### config.mk
export PLATFORM = sky130hd
export DESIGN_NAME = ts_to_mac_frame_reassembler
export DESIGN_NICKNAME = d
export VERILOG_FILES = /design/src/tsmfr_pkg.sv /design/src/ts_to_mac_frame_reassembler.sv /design/src/tsmfr_core.sv /design/src/tsmfr_res_fifo.sv
export SDC_FILE = /design/constraint.sdc
export NUM_CORES = 1
export LEC_CHECK = 0
export BUFFER_PORTS_ARGS = -buffer_cell sky130_fd_sc_hd__buf_2
export CAP_MARGIN = 10
export CORE_MARGIN = 3
export CORE_UTILIZATION = 62
export CTS_CLUSTER_SIZE = 14
export DETAILED_ROUTE_END_ITERATION = 16
export GPL_TIMING_DRIVEN = 0
export PLACE_DENSITY = 0.9
export SLEW_MARGIN = 20
export SYNTH_ARGS = -nofsm -noshare
export SYNTH_HDL_FRONTEND = slang
export SYNTH_SLANG_ARGS = --single-unit
### constraint.sdc
create_clock -name clk -period 6.4 [get_ports clk]
set_input_delay 1.28 -clock clk [delete_from_list [all_inputs] [get_ports clk]]
set_output_delay 1.28 -clock clk [all_outputs]
set_load 0.05 [all_outputs]
### src/tsmfr_pkg.sv
// ----------------------------------------------------------------------------
// tsmfr_pkg
// Shared types and constants of the transport-stream frame reassembler.
// ----------------------------------------------------------------------------
package tsmfr_pkg;

    localparam int FRAME_BUF_BYTES_DEF = 2048;
    localparam int PKT_LEN             = 188;
    localparam int PLAIN_PAYLOAD       = 184;
    localparam int WORD_BYTES          = 4;
    localparam int MAX_WORDS           = 45;
    localparam int MIN_LEN_RESET       = 22;
    localparam int RES_FIFO_DEPTH      = 4;

    // Header byte positions inside a packet.
    localparam logic [7:0] POS_SYNC      = 8'd0;
    localparam logic [7:0] POS_FLAGS     = 8'd1;
    localparam logic [7:0] POS_CTRL      = 8'd3;
    localparam logic [7:0] POS_LEN       = 8'd6;
    localparam logic [7:0] POS_PAD       = 8'd7;
    localparam logic [7:0] POS_PLAIN_PLD = 8'd4;
    localparam logic [7:0] POS_ADAPT_PLD = 8'd8;

    localparam logic [1:0] ADAPT_BIT  = 2'b10;
    localparam logic [7:0] START_MASK = 8'h40;

    // Result kinds.
    localparam logic [2:0] KIND_PAYLOAD    = 3'd0;
    localparam logic [2:0] KIND_COMPLETE   = 3'd1;
    localparam logic [2:0] KIND_TOO_SHORT  = 3'd2;
    localparam logic [2:0] KIND_NO_START   = 3'd3;
    localparam logic [2:0] KIND_OVERFLOW   = 3'd4;

    typedef struct packed {
        logic [2:0]  kind;
        logic [10:0] offset;
        logic [7:0]  data;
        logic [12:0] length;
        logic        last;
    } res_t;

endpackage

### src/ts_to_mac_frame_reassembler.sv
// ----------------------------------------------------------------------------
// ts_to_mac_frame_reassembler
// Rebuilds frames from 188-byte transport packets taken one byte a beat.
// ----------------------------------------------------------------------------
// Output: results are registered in the queue and offered in order from its head.
// Throughput: one byte beat per cycle; a frame's last payload byte gives two
// result beats, and input ready drops while the result queue has fewer than
// two free slots.
// Reset: rst_n clears all packet and frame state and the result queue, and
// sets min_frame_length to 22.
// ----------------------------------------------------------------------------
module ts_to_mac_frame_reassembler #(
    parameter int FRAME_BUF_BYTES = tsmfr_pkg::FRAME_BUF_BYTES_DEF
) (
    input  logic              clk,
    input  logic              rst_n,
    // Byte input channel.
    input  logic              in_valid,
    output logic              in_ready,
    input  logic [7:0]        ts_byte,
    input  logic              packet_start,
    // Result channel.
    output logic              out_valid,
    input  logic              out_ready,
    output logic [2:0]        kind,
    output logic [10:0]       frame_offset,
    output logic [7:0]        data_byte,
    output logic signed [12:0] frame_length,
    output logic              is_last,
    // Configuration write channel for min_frame_length.
    input  logic              cfg_valid,
    output logic              cfg_ready,
    input  logic [7:0]        cfg_data
);
    import tsmfr_pkg::*;

    logic [7:0] min_len_reg;
    logic       step;
    logic       room2;
    res_t       res0, res1, head;
    logic [1:0] res_count;

    // Always takes a write; write it only while idle, which is not enforced.
    assign cfg_ready = 1'b1;

    always_ff @(posedge clk or negedge rst_n)
    begin
        if (!rst_n)
        begin
            min_len_reg <= 8'(MIN_LEN_RESET);
        end
        else if (cfg_valid && cfg_ready)
        begin
            min_len_reg <= cfg_data;
        end
    end

    // A byte beat is taken whenever the queue can hold the two results that
    // it might cause.
    assign in_ready = room2;
    assign step     = in_valid && in_ready;

    tsmfr_core #(
        .FRAME_BUF_BYTES (FRAME_BUF_BYTES)
    ) u_core (
        .clk              (clk),
        .rst_n            (rst_n),
        .step             (step),
        .ts_byte          (ts_byte),
        .packet_start     (packet_start),
        .min_frame_length (min_len_reg),
        .res0             (res0),
        .res1             (res1),
        .res_count        (res_count)
    );

    // Results are registered in the queue; the head entry drives the ports.
    tsmfr_res_fifo u_fifo (
        .clk      (clk),
        .rst_n    (rst_n),
        .wr_en    (step),
        .wr_count (res_count),
        .wr0      (res0),
        .wr1      (res1),
        .room2    (room2),
        .rd_valid (out_valid),
        .rd_ready (out_ready),
        .rd_data  (head)
    );

    assign kind         = head.kind;
    assign frame_offset = head.offset;
    assign data_byte    = head.data;
    assign frame_length = $signed(head.length);
    assign is_last      = head.last;

endmodule

### src/tsmfr_core.sv
// ----------------------------------------------------------------------------
// tsmfr_core
// Packet state and per-byte decision logic; produces up to two results a beat.
// ----------------------------------------------------------------------------
module tsmfr_core #(
    parameter int FRAME_BUF_BYTES = tsmfr_pkg::FRAME_BUF_BYTES_DEF
) (
    input  logic              clk,
    input  logic              rst_n,
    input  logic              step,
    input  logic [7:0]        ts_byte,
    input  logic              packet_start,
    input  logic [7:0]        min_frame_length,
    output tsmfr_pkg::res_t   res0,
    output tsmfr_pkg::res_t   res1,
    output logic [1:0]        res_count
);
    import tsmfr_pkg::*;

    localparam int FS_W = $clog2(FRAME_BUF_BYTES + 1);
    localparam int LW   = (FS_W + 1 > 13) ? FS_W + 1 : 13;
    localparam int OW   = (FS_W > 11) ? FS_W : 11;
    localparam logic [FS_W:0] BUF_LIM = (FS_W + 1)'(FRAME_BUF_BYTES);

    logic [7:0]      byte_position_reg, byte_position_next;
    logic [FS_W-1:0] frame_size_reg, frame_size_next;
    logic            start_flag_reg, start_flag_next;
    logic            adapt_present_reg, adapt_present_next;
    logic [7:0]      payload_bytes_reg, payload_bytes_next;
    logic [7:0]      pad_count_reg, pad_count_next;
    logic            packet_accepted_reg, packet_accepted_next;

    logic [7:0]      pos;
    logic [7:0]      words;
    logic            adapt_in;
    logic [FS_W-1:0] fs_eff;
    logic [FS_W-1:0] fs_inc;
    logic [FS_W-1:0] fs_done;
    logic [7:0]      pad_done;
    logic [OW-1:0]   fs_ext;
    logic signed [LW-1:0] diff;
    logic            do_complete;
    res_t            r0, r1, rc;
    logic [1:0]      n;

    always_comb
    begin
        pos      = packet_start ? POS_SYNC : byte_position_reg;
        adapt_in = (ts_byte[5:4] & ADAPT_BIT) != 2'b00;
        words    = (ts_byte > 8'(MAX_WORDS)) ? 8'(MAX_WORDS) : ts_byte;
        fs_eff   = start_flag_reg ? '0 : frame_size_reg;
        fs_inc   = frame_size_reg + 1'b1;
        fs_ext   = OW'(frame_size_reg);

        byte_position_next   = (pos == 8'(PKT_LEN)) ? 8'(PKT_LEN) : pos + 8'd1;
        frame_size_next      = frame_size_reg;
        start_flag_next      = start_flag_reg;
        adapt_present_next   = adapt_present_reg;
        payload_bytes_next   = payload_bytes_reg;
        pad_count_next       = pad_count_reg;
        packet_accepted_next = packet_accepted_reg;

        r0          = '0;
        r1          = '0;
        n           = 2'd0;
        do_complete = 1'b0;
        fs_done     = frame_size_reg;
        pad_done    = pad_count_reg;

        if (pos == POS_SYNC)
        begin
            packet_accepted_next = 1'b0;
            payload_bytes_next   = '0;
            pad_count_next       = '0;
        end
        else if (pos == POS_FLAGS)
        begin
            start_flag_next = (ts_byte & START_MASK) != 8'd0;
        end
        else if (pos == POS_CTRL)
        begin
            adapt_present_next = adapt_in;
            pad_count_next     = '0;
            payload_bytes_next = '0;
            frame_size_next    = fs_eff;
            if (!start_flag_reg && frame_size_reg == '0)
            begin
                packet_accepted_next = 1'b0;
                r0.kind              = KIND_NO_START;
                n                    = 2'd1;
            end
            else if (!adapt_in)
            begin
                if (({1'b0, fs_eff} + (FS_W + 1)'(PLAIN_PAYLOAD)) > BUF_LIM)
                begin
                    packet_accepted_next = 1'b0;
                    r0.kind              = KIND_OVERFLOW;
                    n                    = 2'd1;
                end
                else
                begin
                    packet_accepted_next = 1'b1;
                    payload_bytes_next   = 8'(PLAIN_PAYLOAD);
                end
            end
            else
            begin
                packet_accepted_next = 1'b1;
            end
        end
        else if (packet_accepted_reg && adapt_present_reg && pos == POS_LEN)
        begin
            payload_bytes_next = 8'(words * 8'(WORD_BYTES));
        end
        else if (packet_accepted_reg && adapt_present_reg && pos == POS_PAD)
        begin
            pad_count_next = ts_byte;
            pad_done       = ts_byte;
            if (({1'b0, frame_size_reg} + (FS_W + 1)'(payload_bytes_reg)) > BUF_LIM)
            begin
                packet_accepted_next = 1'b0;
                r0.kind              = KIND_OVERFLOW;
                n                    = 2'd1;
            end
            else if (payload_bytes_reg == 8'd0)
            begin
                do_complete = 1'b1;
                n           = 2'd1;
            end
        end
        else if (packet_accepted_reg && pos < 8'(PKT_LEN) && payload_bytes_reg != 8'd0
                 && pos >= (adapt_present_reg ? POS_ADAPT_PLD : POS_PLAIN_PLD))
        begin
            r0.kind            = KIND_PAYLOAD;
            r0.offset          = fs_ext[10:0];
            r0.data            = ts_byte;
            n                  = 2'd1;
            frame_size_next    = fs_inc;
            fs_done            = fs_inc;
            payload_bytes_next = payload_bytes_reg - 8'd1;
            if (payload_bytes_reg == 8'd1)
            begin
                if (adapt_present_reg)
                begin
                    do_complete = 1'b1;
                    n           = 2'd2;
                end
                else
                begin
                    packet_accepted_next = 1'b0;
                end
            end
        end

        // Frame completion: length after pad removal against the minimum.
        diff = $signed(LW'(fs_done)) - $signed(LW'(pad_done));
        rc        = '0;
        rc.kind   = (diff > $signed(LW'(min_frame_length))) ? KIND_COMPLETE
                                                            : KIND_TOO_SHORT;
        rc.length = diff[12:0];
        if (do_complete)
        begin
            frame_size_next      = '0;
            packet_accepted_next = 1'b0;
            if (n == 2'd2)
                r1 = rc;
            else
                r0 = rc;
        end

        if (n == 2'd1)
            r0.last = 1'b1;
        if (n == 2'd2)
            r1.last = 1'b1;
    end

    always_ff @(posedge clk or negedge rst_n)
    begin
        if (!rst_n)
        begin
            byte_position_reg   <= '0;
            frame_size_reg      <= '0;
            start_flag_reg      <= 1'b0;
            adapt_present_reg   <= 1'b0;
            payload_bytes_reg   <= '0;
            pad_count_reg       <= '0;
            packet_accepted_reg <= 1'b0;
        end
        else if (step)
        begin
            byte_position_reg   <= byte_position_next;
            frame_size_reg      <= frame_size_next;
            start_flag_reg      <= start_flag_next;
            adapt_present_reg   <= adapt_present_next;
            payload_bytes_reg   <= payload_bytes_next;
            pad_count_reg       <= pad_count_next;
            packet_accepted_reg <= packet_accepted_next;
        end
    end

    assign res0      = r0;
    assign res1      = r1;
    assign res_count = n;

endmodule

### src/tsmfr_res_fifo.sv
// ----------------------------------------------------------------------------
// tsmfr_res_fifo
// Small result queue: takes up to two results a cycle, hands out one a beat.
// ----------------------------------------------------------------------------
module tsmfr_res_fifo (
    input  logic            clk,
    input  logic            rst_n,
    input  logic            wr_en,
    input  logic [1:0]      wr_count,
    input  tsmfr_pkg::res_t wr0,
    input  tsmfr_pkg::res_t wr1,
    output logic            room2,
    output logic            rd_valid,
    input  logic            rd_ready,
    output tsmfr_pkg::res_t rd_data
);
    import tsmfr_pkg::*;

    localparam int PW = $clog2(RES_FIFO_DEPTH);
    localparam int CW = $clog2(RES_FIFO_DEPTH + 1);

    res_t          mem_reg [RES_FIFO_DEPTH];
    logic [PW-1:0] wr_ptr_reg, wr_ptr_next;
    logic [PW-1:0] rd_ptr_reg, rd_ptr_next;
    logic [CW-1:0] count_reg, count_next;
    logic [1:0]    n_wr;
    logic          do_rd;
    logic [PW-1:0] wr_ptr_p1;

    always_comb
    begin
        n_wr        = wr_en ? wr_count : 2'd0;
        do_rd       = rd_valid && rd_ready;
        wr_ptr_p1   = wr_ptr_reg + 1'b1;
        wr_ptr_next = wr_ptr_reg + PW'(n_wr);
        rd_ptr_next = rd_ptr_reg + PW'(do_rd);
        count_next  = count_reg + CW'(n_wr) - CW'(do_rd);
    end

    always_ff @(posedge clk or negedge rst_n)
    begin
        if (!rst_n)
        begin
            wr_ptr_reg <= '0;
            rd_ptr_reg <= '0;
            count_reg  <= '0;
        end
        else
        begin
            wr_ptr_reg <= wr_ptr_next;
            rd_ptr_reg <= rd_ptr_next;
            count_reg  <= count_next;
        end
    end

    always_ff @(posedge clk)
    begin
        if (n_wr != 2'd0)
            mem_reg[wr_ptr_reg] <= wr0;
        if (n_wr == 2'd2)
            mem_reg[wr_ptr_p1] <= wr1;
    end

    assign room2    = count_reg <= CW'(RES_FIFO_DEPTH - 2);
    assign rd_valid = count_reg != '0;
    assign rd_data  = mem_reg[rd_ptr_reg];

endmodule

After elaboration in Yosys (flattened, before gate mapping)
Memories as Yosys holds them, arrays and structs flattened.
Cells that the tools add are included.
{ "op_classes": {"order_cmp": 7, "eq_ne": 17, "n_bitwise": 2, "muxes": 92, "add_sub_neg": 11, "n_reduce_logical": 25} }
{ "op_table": {"columns": ["op", "count"], "rows": [
  ["$mux W8", 19],
  ["$mux W36", 4],
  ["$mux W12", 11],
  ["$mux W22", 3],
  ["$mux W19", 3],
  ["$mux W1", 31],
  ["$gt A13 B12 Y1 const B", 2],
  ["$mux W2", 13],
  ["$mux W3", 6],
  ["$eq A8 B1 Y1 const B", 2],
  ["$eq A8 B3 Y1 const B", 2],
  ["$logic_not A8 Y1", 2],
  ["$add A12 B8 Y13", 1],
  ["$add A12 B8 Y13 const B", 1],
  ["$gt A13 B9 Y1", 1],
  ["$sub A12 B8 Y13", 1],
  ["$add A12 B1 Y12 const B", 1],
  ["$logic_not A12 Y1", 1],
  ["$reduce_bool A5 Y1", 2],
  ["$logic_and A1 B1 Y1", 9],
  ["$add A8 B1 Y8 const B", 1],
  ["$eq A8 B2 Y1 const B", 1],
  ["$eq A8 B8 Y1 const B", 1],
  ["$ge A8 B8 Y1", 1],
  ["other kinds (28)", 35]
]} }
{ "totals": {"output_inout_bits": 39, "ramBits": 144, "memories": 1, "regBits": 54, "inputBits": 22} }
{ "memory_table": {"columns": ["name", "depth", "word_bits", "rd", "rd_clocked_by_memory_dff", "wr", "line_no", "text"], "rows": [
  ["u_fifo.mem_reg", 4, 36, 1, 0, 2, "tsmfr_res_fifo.sv:22", "res_t mem_reg [RES_FIFO_DEPTH];"]
]} }

Longest topological paths before layout
Gate-level depths: netlist of the first run.
{ "depth": {"word_depth": 17, "depth_mapped": 28, "mapped_depth_nobuf": 25} }

Cells and area by module
A second synthesis of the first run with hierarchy kept.
{ "hier_totals": {"hier_cells": 1023, "area_unflattened_um2": 12472.0} }
{ "by_module_without_submodules": {"columns": ["mod", "instances", "cells_each", "area_each_um2"], "rows": [
  ["tsmfr_res_fifo", 1, 393, 7449.6],
  ["tsmfr_core", 1, 610, 4669.5],
  ["ts_to_mac_frame_reassembler", 1, 20, 352.8]
]} }

Worst setup path before layout of the first run
No wires, ideal clock.
{ "synth_timing": {"path_kind": "input to register", "startpoint": "input port packet_start", "endpoint": "memory u_fifo.mem_reg[0][33] (netlist name) (data pin)", "slack_ps": -64, "stages": 27, "required_ps": 6144, "t_arrival_ps": 6208, "cell_sequence": "buf_2 > clkbuf_1 > nand2b_1 > ha_1 > a21boi_0 > o22ai_1 > o21ai_2 > or2_1 > buf_4 > clkinv_1 > ha_1 > mux2i_1 > ha_1 > fa_1 > nor2b_1 > o21ai_1 > a21boi_1 > o21ai_0 > nand2b_1 > xnor2_1 > inv_1 > ha_1 > nand4_1 > o21ai_0 > nand3_1 > o41a_1 > a22o_1"} }
{ "synth_lines": {"columns": ["element", "line_no", "text"], "rows": [
  ["from (decl)", "ts_to_mac_frame_reassembler.sv:21", "input logic packet_start,"],
  ["to (decl)", "tsmfr_res_fifo.sv:22", null]
]} }

==> results of run 1 <==
==> final timing paths <==
kind	startpoint	endpoint	slack, ps	depth (start not counted)
min in group asynchronous	rst_n	u_core.byte_position_reg[6]	880	1
setup / recovery	packet_start	u_fifo.mem_reg[0][33]	210	28
hold reg to reg	u_fifo.mem_reg[2][32]	u_fifo.mem_reg[2][32]	460	2
setup reg to reg	u_core.byte_position_reg[2]	u_fifo.mem_reg[0][33]	780	27
hold / removal	u_fifo.mem_reg[2][32]	u_fifo.mem_reg[2][32]	460	2
max in group asynchronous	rst_n	u_core.frame_size_reg[11]	5030	1
==> layer usage <==
| metal | share of wire | GRT usage | up-vias | routed length (um) |
|---|---|---|---|---|
| li1 | - | - | 4171 | - |
| met1 | 0.38 | 0.4011 | 4559 | 11400 |
| met2 | 0.48 | 0.5019 | 577 | 14410 |
| met3 | 0.095 | 0.06111 | 120 | 2859 |
| met4 | 0.044 | 0.1316 | 0 | 1319 |
| met5 | 0 | 0 | - | 0 |
==> power by group through the flow <==
stage / Combinational, mW / Sequential, mW / Clock (mW)
after floorplan: 1.20 / 1.54 / 0
after global placement: 1.50 / 1.57 / 0
after detailed placement: 1.54 / 1.58 / 0
after CTS: 1.59 / 1.55 / 1.03
after global routing: 1.79 / 1.58 / 1.08
final: 1.66 / 1.56 / 1.03
==> per-stage QoR <==
step	hold slack, ps	cell area, um^2	instances	total power, mW
2_1_floorplan	431.5	11150	1102	2.741
3_3_place_gp	439.4	11730	1386	3.067
3_5_place_dp	447.8	11740	1386	3.119
4_1_cts	457.8	12410	1424	4.167
5_1_grt	471.4	12560	1431	4.447
6_report	458.5	12560	1431	4.255
==> synthesized netlist by cell type, types with 6 or more instances <==
| cell type | instances |
|---|---|
| nor2_1 | 105 |
| o22ai_1 | 11 |
| buf_6 | 9 |
| mux4_2 | 36 |
| dfrtp_1 | 51 |
| nand2b_1 | 10 |
| clkbuf_1 | 40 |
| dfxtp_1 | 80 |
| mux2_2 | 6 |
| a21o_1 | 14 |
| o21ai_0 | 47 |
| nand4_1 | 10 |
| nor3_1 | 12 |
| xnor2_1 | 19 |
| o21ai_1 | 8 |
| buf_2 | 11 |
| mux2i_1 | 91 |
| edfxtp_1 | 64 |
| a211oi_1 | 9 |
| o31ai_1 | 7 |
| or3_1 | 11 |
| a21oi_1 | 32 |
| a22o_1 | 13 |
| nand3_1 | 21 |
| xor2_1 | 10 |
| ha_1 | 41 |
| inv_1 | 42 |
| nand2_1 | 164 |
| a31oi_1 | 6 |
| and2_1 | 9 |
==> cell usage in the layout (no fill, tap or decap), types with 31 or more instances in the layout <==
cell	count
mux2i_1	91
inv_1	42
clkbuf_1	40
nor2_1	104
dfrtp_1	51
buf_2	68
ha_1	39
dfxtp_1	80
a21oi_1	31
mux4_2	36
o21ai_0	46
edfxtp_1	64
nand2_1	163
==> final cells by class <==
type                       count  area share
clock buffer                  21     0.03666
clock inverter                11    0.007372
inverter                      43     0.01305
timing repair buffer          73     0.03307
tap                          225     0.02241
multi-input combinational    794      0.4705
buffer                        66     0.02849
sequential                   198      0.3884
==> worst max-delay path, cell delays in order <==
cell	delay, ps
buf_2	180
buf_4	200
nand2b_1	180
ha_1	340
a21boi_2	230
o22ai_2	110
o21ai_4	190
or2_1	140
buf_6	150
inv_4	80
ha_1	300
mux2i_1	90
ha_2	240
fa_2	380
nor2b_1	170
o21ai_2	90
a21boi_2	180
o21ai_0	100
nand2b_1	150
xnor2_2	140
inv_1	60
ha_1	290
nand2_1	80
o21ai_0	100
o21ai_1	170
nand3_2	130
o41a_1	410
a22o_1	230
==> logic make-up (layout without fill, tap and decap cells) <==
| family | count (synthesis) | after routing | synth area share |
|---|---|---|---|
| other | 1 | 1 | 0.0003364 |
| buffers and inverters | 110 | 214 | 0.04602 |
| DFF | 198 | 198 | 0.4376 |
| muxes | 133 | 133 | 0.1605 |
| xor gates and xnor gates | 29 | 29 | 0.02278 |
| AOI/OAI and AO/OA | 202 | 202 | 0.1228 |
| adders and majority gates | 44 | 44 | 0.05140 |
| and+or+nand+nor | 385 | 385 | 0.1586 |
==> what timing repair did <==
item | 4_1_cts | 5_1_grt
resized for setup | 17 | 20
pin swaps | 4 | 6
endpoints found under the setup margin | 15 | 9
gates cloned | 0 | 0
buffers inserted | 6 | 8
==> summary.md, run 1 <==
| Metric | Value |
|---|---|
| Outcome | completed |
| CTS sink count | 198 |
| Combinational Power Share | 0.390 |
| Core area | 17480 um^2 |
| Req. time, crit path | 6600 ps |
| Multi-input logic area | 5909 um^2 |
| Layout Nets | 1259 |
| Iteration-0 DRC Markers | 1348 |
| Syn_nets | 1168 |
| Detailed Routing Iterations Pass 1 | 6 |
| CP startpoint kind | primary input |
| FF+latch count, synth | 198 |
| Row count | 48 |
| Pin slew with the least headroom to its limit | 984.5 ps |
| CP Class | primary input to flip-flop |
| Fin crit share | 0.9678 |
| Num CTS Buffers | 17 |
| Fin crit period | 6194 ps |
| Worst vdd ir | 0.2523 mV |
| Starting Density | 0.6379 |
| Count of different cell masters after synthesis | 86 |
| Switching pwr | 1.692 mW |
| EDFF count, synth | 64 |
| CTS tree | done |
| Die ar. | 19630 um^2 |
| Post-synth top area cell | edfxtp_1 |
| Synthesized instance count | 1102 |
| Final Skew | 9.787 ps |
| Vias | 9427 |
| Worst Path Max Fanout | 11 |
| Asr flop ratio synth | 0.2727 |
| Ys Warns | 0 |
| Max-slew violation count | 0 |
| Antenna violations before repair | 0 |
| Hold-fix buffers, CTS | 0 |
| DP Worst Slack | -1343 ps |
| Gpl congestion | 0.9684 |
| Relative slew margins | 0.3437 |
| Power per cell area | 338.8 nW/um^2 |
| Finish-stage setup viols | 0 |
| Vias in the first global route | 9316 |
| DRC | 0 |
| Final ANT Viol Nets | 0 |
| Clock power frac | 0.242 |
| Final Util | 0.7186 |
| Diodes inserted | 0 |
| Max-Cap Viols | 0 |
| CTS max path bufs | 2 |
| Die X | 140.1 um |
| Clk slew on worst S/H paths | 70 ps |
| Internal power | 2.563 mW |
| First-pass GRT wire length | 48020 um |
| Die height | 140.1 um |
| Ports | 61 |
| CP endpoint kind | flip-flop |
| Post-synth top area share | 0.1724 |
| Reg area | 4878 um^2 |
| # port buffers | 59 |
| WL final | 29990 um |
| Largest net degree at the start of global routing | 55 |
| Sequential-to-total area share from yosys stat | 0.4376 |
| H-tree levels | 4 |
| Clock Latency Late Sink | 450 ps |
| Predominant post-synthesis flop cell | dfxtp_1 |
| Routed WL per cell | 20.95 um |
| Fmax | 161.4 MHz |
| Setup WS post-layout | 206.0 ps |
| Fillers | 1161 |
| Sw Ratio | 0.3977 |
| TNS Setup | 0 ps |
| Total grt overflow | 0 |
| Syn avg cell area | 10.12 um^2 |
| CP arrival | 6400 ps |
| HPWL after DPL | 20870 um |
| Max reg flops | 144 |
| Class of the worst hold path | flip-flop to flip-flop |
| Pleak | 5.227 nW |
| Synth area leaders | edfxtp_1, dfxtp_1, dfrtp_1 |
| Drt via density | 6.588 |
| Final hold violation count | 0 |
| Layout cell share with drive strength beyond 1 | 0.1808 |
| Post-synthesis cell area | 11150 um^2 |
| Root Driver | clkbuf_16 |
| Synth-to-Final Area Change | 12.66% |
| Seq pwr share | 0.367 |
| Tot GR Track Use | 0.3068 |
Power figures use the tool's default switching activity.
==> inputs of run 2 (changes only) <==
CORE_UTILIZATION = 35   (was 62)
PLACE_DENSITY = 0.59   (was 0.9)
REMOVE_ABC_BUFFERS = 1   (was not set)
SYNTH_HIERARCHICAL = 1   (was not set)
==> run 2 against run 1 <==
  * Non-clock buffer count is 54 lower
  * Core utilization shrank 31 points
  * Fmax increased by 0.16%
  * Setup slack better by 9.8 ps
  * Die area rose by 93%
  * Clock skew barely moved
  * Sequential power grew 12%
  * Worst hold slack improved by 28 ps
  * Total power grew 30%
  * Combinational power grew 66%
  * Global-route usage shrank 15 points
  * Sequential cell count is the same
  * Largest cell class unchanged
==> summary.md, run 2 <==
| Metric | Value |
|---|---|
| Drt via density | 5.387 (was 6.588) |
| Sequential-to-total area share from yosys stat | 0.4554 (was 0.4376) |
| Fin crit share | 0.9663 (was 0.9678) |
| Min Hold Slack | 486.6 ps (was 458.5 ps) |
| CP Class | primary input to flip-flop (unchanged) |
| Reg2Reg Capture Point | u_fifo/mem_reg[1][33] (was u_fifo.mem_reg[0][33]) |
| Top-count cell post-synth | edfxtp_1 (was nand2_1) |
| Max-slew violation count | 0 (unchanged) |
| Final ANT Viol Nets | 0 (unchanged) |
| Pleak | 5.502 nW (was 5.227 nW) |
| Root Driver | clkbuf_16 (unchanged) |
| Synth-to-Final Area Change | 13.02% (was 12.66%) |
| WHS Path Cells | 2 (unchanged) |
| CTS tree | done (unchanged) |
| Die X | 194.8 um (was 140.1 um) |
| Iteration-0 DRC Markers | 667 (was 1348) |
| Die ar. | 37940 um^2 (was 19630 um^2) |
| Starting Density | 0.3584 (was 0.6379) |
| Diodes inserted | 0 (unchanged) |
| Clock Latency Late Sink | 440 ps (was 450 ps) |
| Max reg flops | 144 (unchanged) |
| Class of the worst hold path | flip-flop to flip-flop (unchanged) |
| Unrepaired setup endpoints after global routing | no |
| HPWL after DPL | 21450 um (was 20870 um) |
| Pin slew with the least headroom to its limit | 1051 ps (was 984.5 ps) |
| Finish-stage setup viols | 0 (unchanged) |
| Post-synthesis cell area | 12470 um^2 (was 11150 um^2) |
| Tot GR Track Use | 0.1598 (was 0.3068) |
| Row count | 68 (was 48) |
| Layout Nets | 1140 (was 1259) |
| DRC | 0 (unchanged) |
| Synth area leaders | edfxtp_1, mux2_2, dfrtp_1 (was edfxtp_1, dfxtp_1, dfrtp_1) |
| Total grt overflow | 0 (unchanged) |
| Max-Cap Viols | 0 (unchanged) |
| Final Skew | 9.812 ps (was 9.787 ps) |
| WL final | 30160 um (was 29990 um) |
| Post-synth top area cell | edfxtp_1 (unchanged) |
| Worst vdd ir | 0.2203 mV (was 0.2523 mV) |
| Antenna violations before repair | 0 (unchanged) |
| Routed WL per cell | 19.54 um (was 20.95 um) |
| Cell Area, Placed | 13300 um^2 (was 11740 um^2) |
| Most frequent cells in the layout | edfxtp_1, mux2_2, nor2_1 (was nand2_1, nor2_1, mux2i_1) |
| Most common cell after layout, fill and taps aside | edfxtp_1 (was nand2_1) |
| Hold-fix buffers, CTS | 0 (unchanged) |
| Relative slew margins | 0.2814 (was 0.3437) |
| Asr flop ratio synth | 0.2727 (unchanged) |
| Post-synth top cells | edfxtp_1, mux2_2, nor2_1, nand2_1, dfrtp_1 (was nand2_1, nor2_1, mux2i_1, dfxtp_1, edfxtp_1) |
| First-pass GRT wire length | 48270 um (was 48020 um) |
| R2r startpoint | u_core/byte_position_reg[6] (was u_core.byte_position_reg[2]) |
| Synthesized instance count | 1023 (was 1102) |
| Predominant post-synthesis flop cell | edfxtp_1 (was dfxtp_1) |
| CP arrival | 6380 ps (was 6400 ps) |
| Outcome | completed (unchanged) |
| Detailed Routing Iterations Pass 1 | 5 (was 6) |
| Ports | 61 (unchanged) |
| Num CTS Buffers | 17 (unchanged) |
| Worst Path Max Fanout | 8 (was 11) |
| FF+latch count, synth | 198 (unchanged) |
| CTS max path bufs | 2 (unchanged) |
| Ys Warns | 6 (was 0) |
| Vias | 8317 (was 9427) |
| Syn avg cell area | 12.19 um^2 (was 10.12 um^2) |
| R2R Setup Slk | 550 ps (was 780 ps) |
| # port buffers | 59 (unchanged) |
| Clk slew on worst S/H paths | 70 ps (about the same) |
| Core area | 34800 um^2 (was 17480 um^2) |
| Power per cell area | 392.3 nW/um^2 (was 338.8 nW/um^2) |
| H-tree levels | 4 (unchanged) |
| Hold Path Sink | u_core/pad_count_reg[1] (was u_fifo.mem_reg[2][32]) |
| Final hold violation count | 0 (unchanged) |
| CP startpoint kind | primary input (unchanged) |
| CTS sink count | 198 (unchanged) |
| EDFF count, synth | 144 (was 64) |
| Depth of the most critical reg-to-reg path | 23 (was 27) |
| Die height | 194.8 um (was 140.1 um) |
| Fmax | 161.7 MHz (was 161.4 MHz) |
| Largest net degree at the start of global routing | 55 (unchanged) |
| CP endpoint kind | flip-flop (unchanged) |
| Req. time, crit path | 6590 ps (was 6600 ps) |
| Post-synth top area share | 0.3467 (was 0.1724) |
| Layout cell share with drive strength beyond 1 | 0.3388 (was 0.1808) |
| Worst hold start | u_core/pad_count_reg[1] (was u_fifo.mem_reg[2][32]) |
| Fin crit period | 6184 ps (was 6194 ps) |
| Vias in the first global route | 8431 (was 9316) |
| Count of different cell masters after synthesis | 82 (was 86) |
| Gpl congestion | 0.8984 (was 0.9684) |
| Fin area | 14100 um^2 (was 12560 um^2) |
run 2: cells by family (layout without fill, tap and decap cells):
logic type               count (synthesis)  in the layout  synth area share
AO/OA/AOI/OAI                          166            166           0.09400
adder cells (fa/ha/maj)                 43             43           0.04484
AND/OR/NAND/NOR                        264            264            0.1075
multiplexers                           202            202            0.2253
buffers and inverters                  110            157           0.04504
XOR/XNOR                                38             38           0.02729
flip-flops                             198            198            0.4554
other                                    2             21         0.0006022
run 2: worst max path at each step:
stage                            start               endpoint  slack (ps)  cells past startpoint
after global placement    packet_start   u_fifo/mem_reg[1][3]       -2300                     12
after floorplan           packet_start  u_fifo/mem_reg[1][33]        -140                     24
after global routing      packet_start  u_fifo/mem_reg[0][33]          10                     26
after detailed placement  packet_start  u_fifo/mem_reg[1][33]       -1240                     26
final                     packet_start  u_fifo/mem_reg[1][33]         220                     26
after CTS                 packet_start  u_fifo/mem_reg[1][33]           7                     26
run 2: stage by stage:
step	power, mW	std cells	setup TNS (ps)	util	setup WS (ps)
floorplan	3.688	972	-770.3	-	-138.4
global placement	4.303	1486	-399180	0.3735	-2298
detailed placement	4.385	1499	-12580	0.3822	-1244
CTS	5.491	1536	0	0.4008	6.670
global route	5.874	1544	0	0.4051	13.30
finish	5.530	1544	0	0.4051	215.8
run 2: final cells by class:
type / instances / area, um^2
flip-flops and latches: 198 / 5684
clock buffers: 17 / 425.4
repair buffers: 85 / 658.1
inverters: 40 / 153.9
well taps: 455 / 569.3
multi-input cells: 734 / 6470
fillers: 3250 / 20700
clock inverters: 15 / 135.1
run 2: report_power, final:
part	internal, mW	total, mW	leakage, nW	switching (mW)
logic	1.12	2.75	3.26	1.63
registers	1.56	1.75	1.98	0.185
clock network	0.538	1.03	0.265	0.491
total	3.22	5.53	5.50	2.31
run 2: worst max-delay path: stages:
cell	delay, ps
clkbuf_4	160
clkinvlp_4	140
nand2_2	90
ha_1	280
a21boi_1	70
maj3_2	350
a211oi_4	330
buf_6	170
and2_4	170
nand3_1	120
nor2_1	160
xor2_1	240
ha_2	330
buf_4	140
o21a_1	100
or2_2	350
inv_1	80
ha_1	230
o21ai_0	160
a21oi_1	60
o211a_1	220
a211oi_2	270
o211a_1	250
and3_4	200
nor3_1	70
mux2_4	310
run 2: what timing repair did:
item,in CTS,in global routing
buffers inserted,5,8
setup endpoints to repair,8,8
resized for setup,9,27
pin swaps,2,9
run 2: routing by layer:
metal | GRT usage | up-vias | share of wire
met5 | 0 | - | 0
met4 | 0.05202 | 0 | 0.024
met3 | 0.02531 | 41 | 0.049
met2 | 0.2718 | 250 | 0.50
met1 | 0.2094 | 4119 | 0.43
li1 | - | 3907 | -
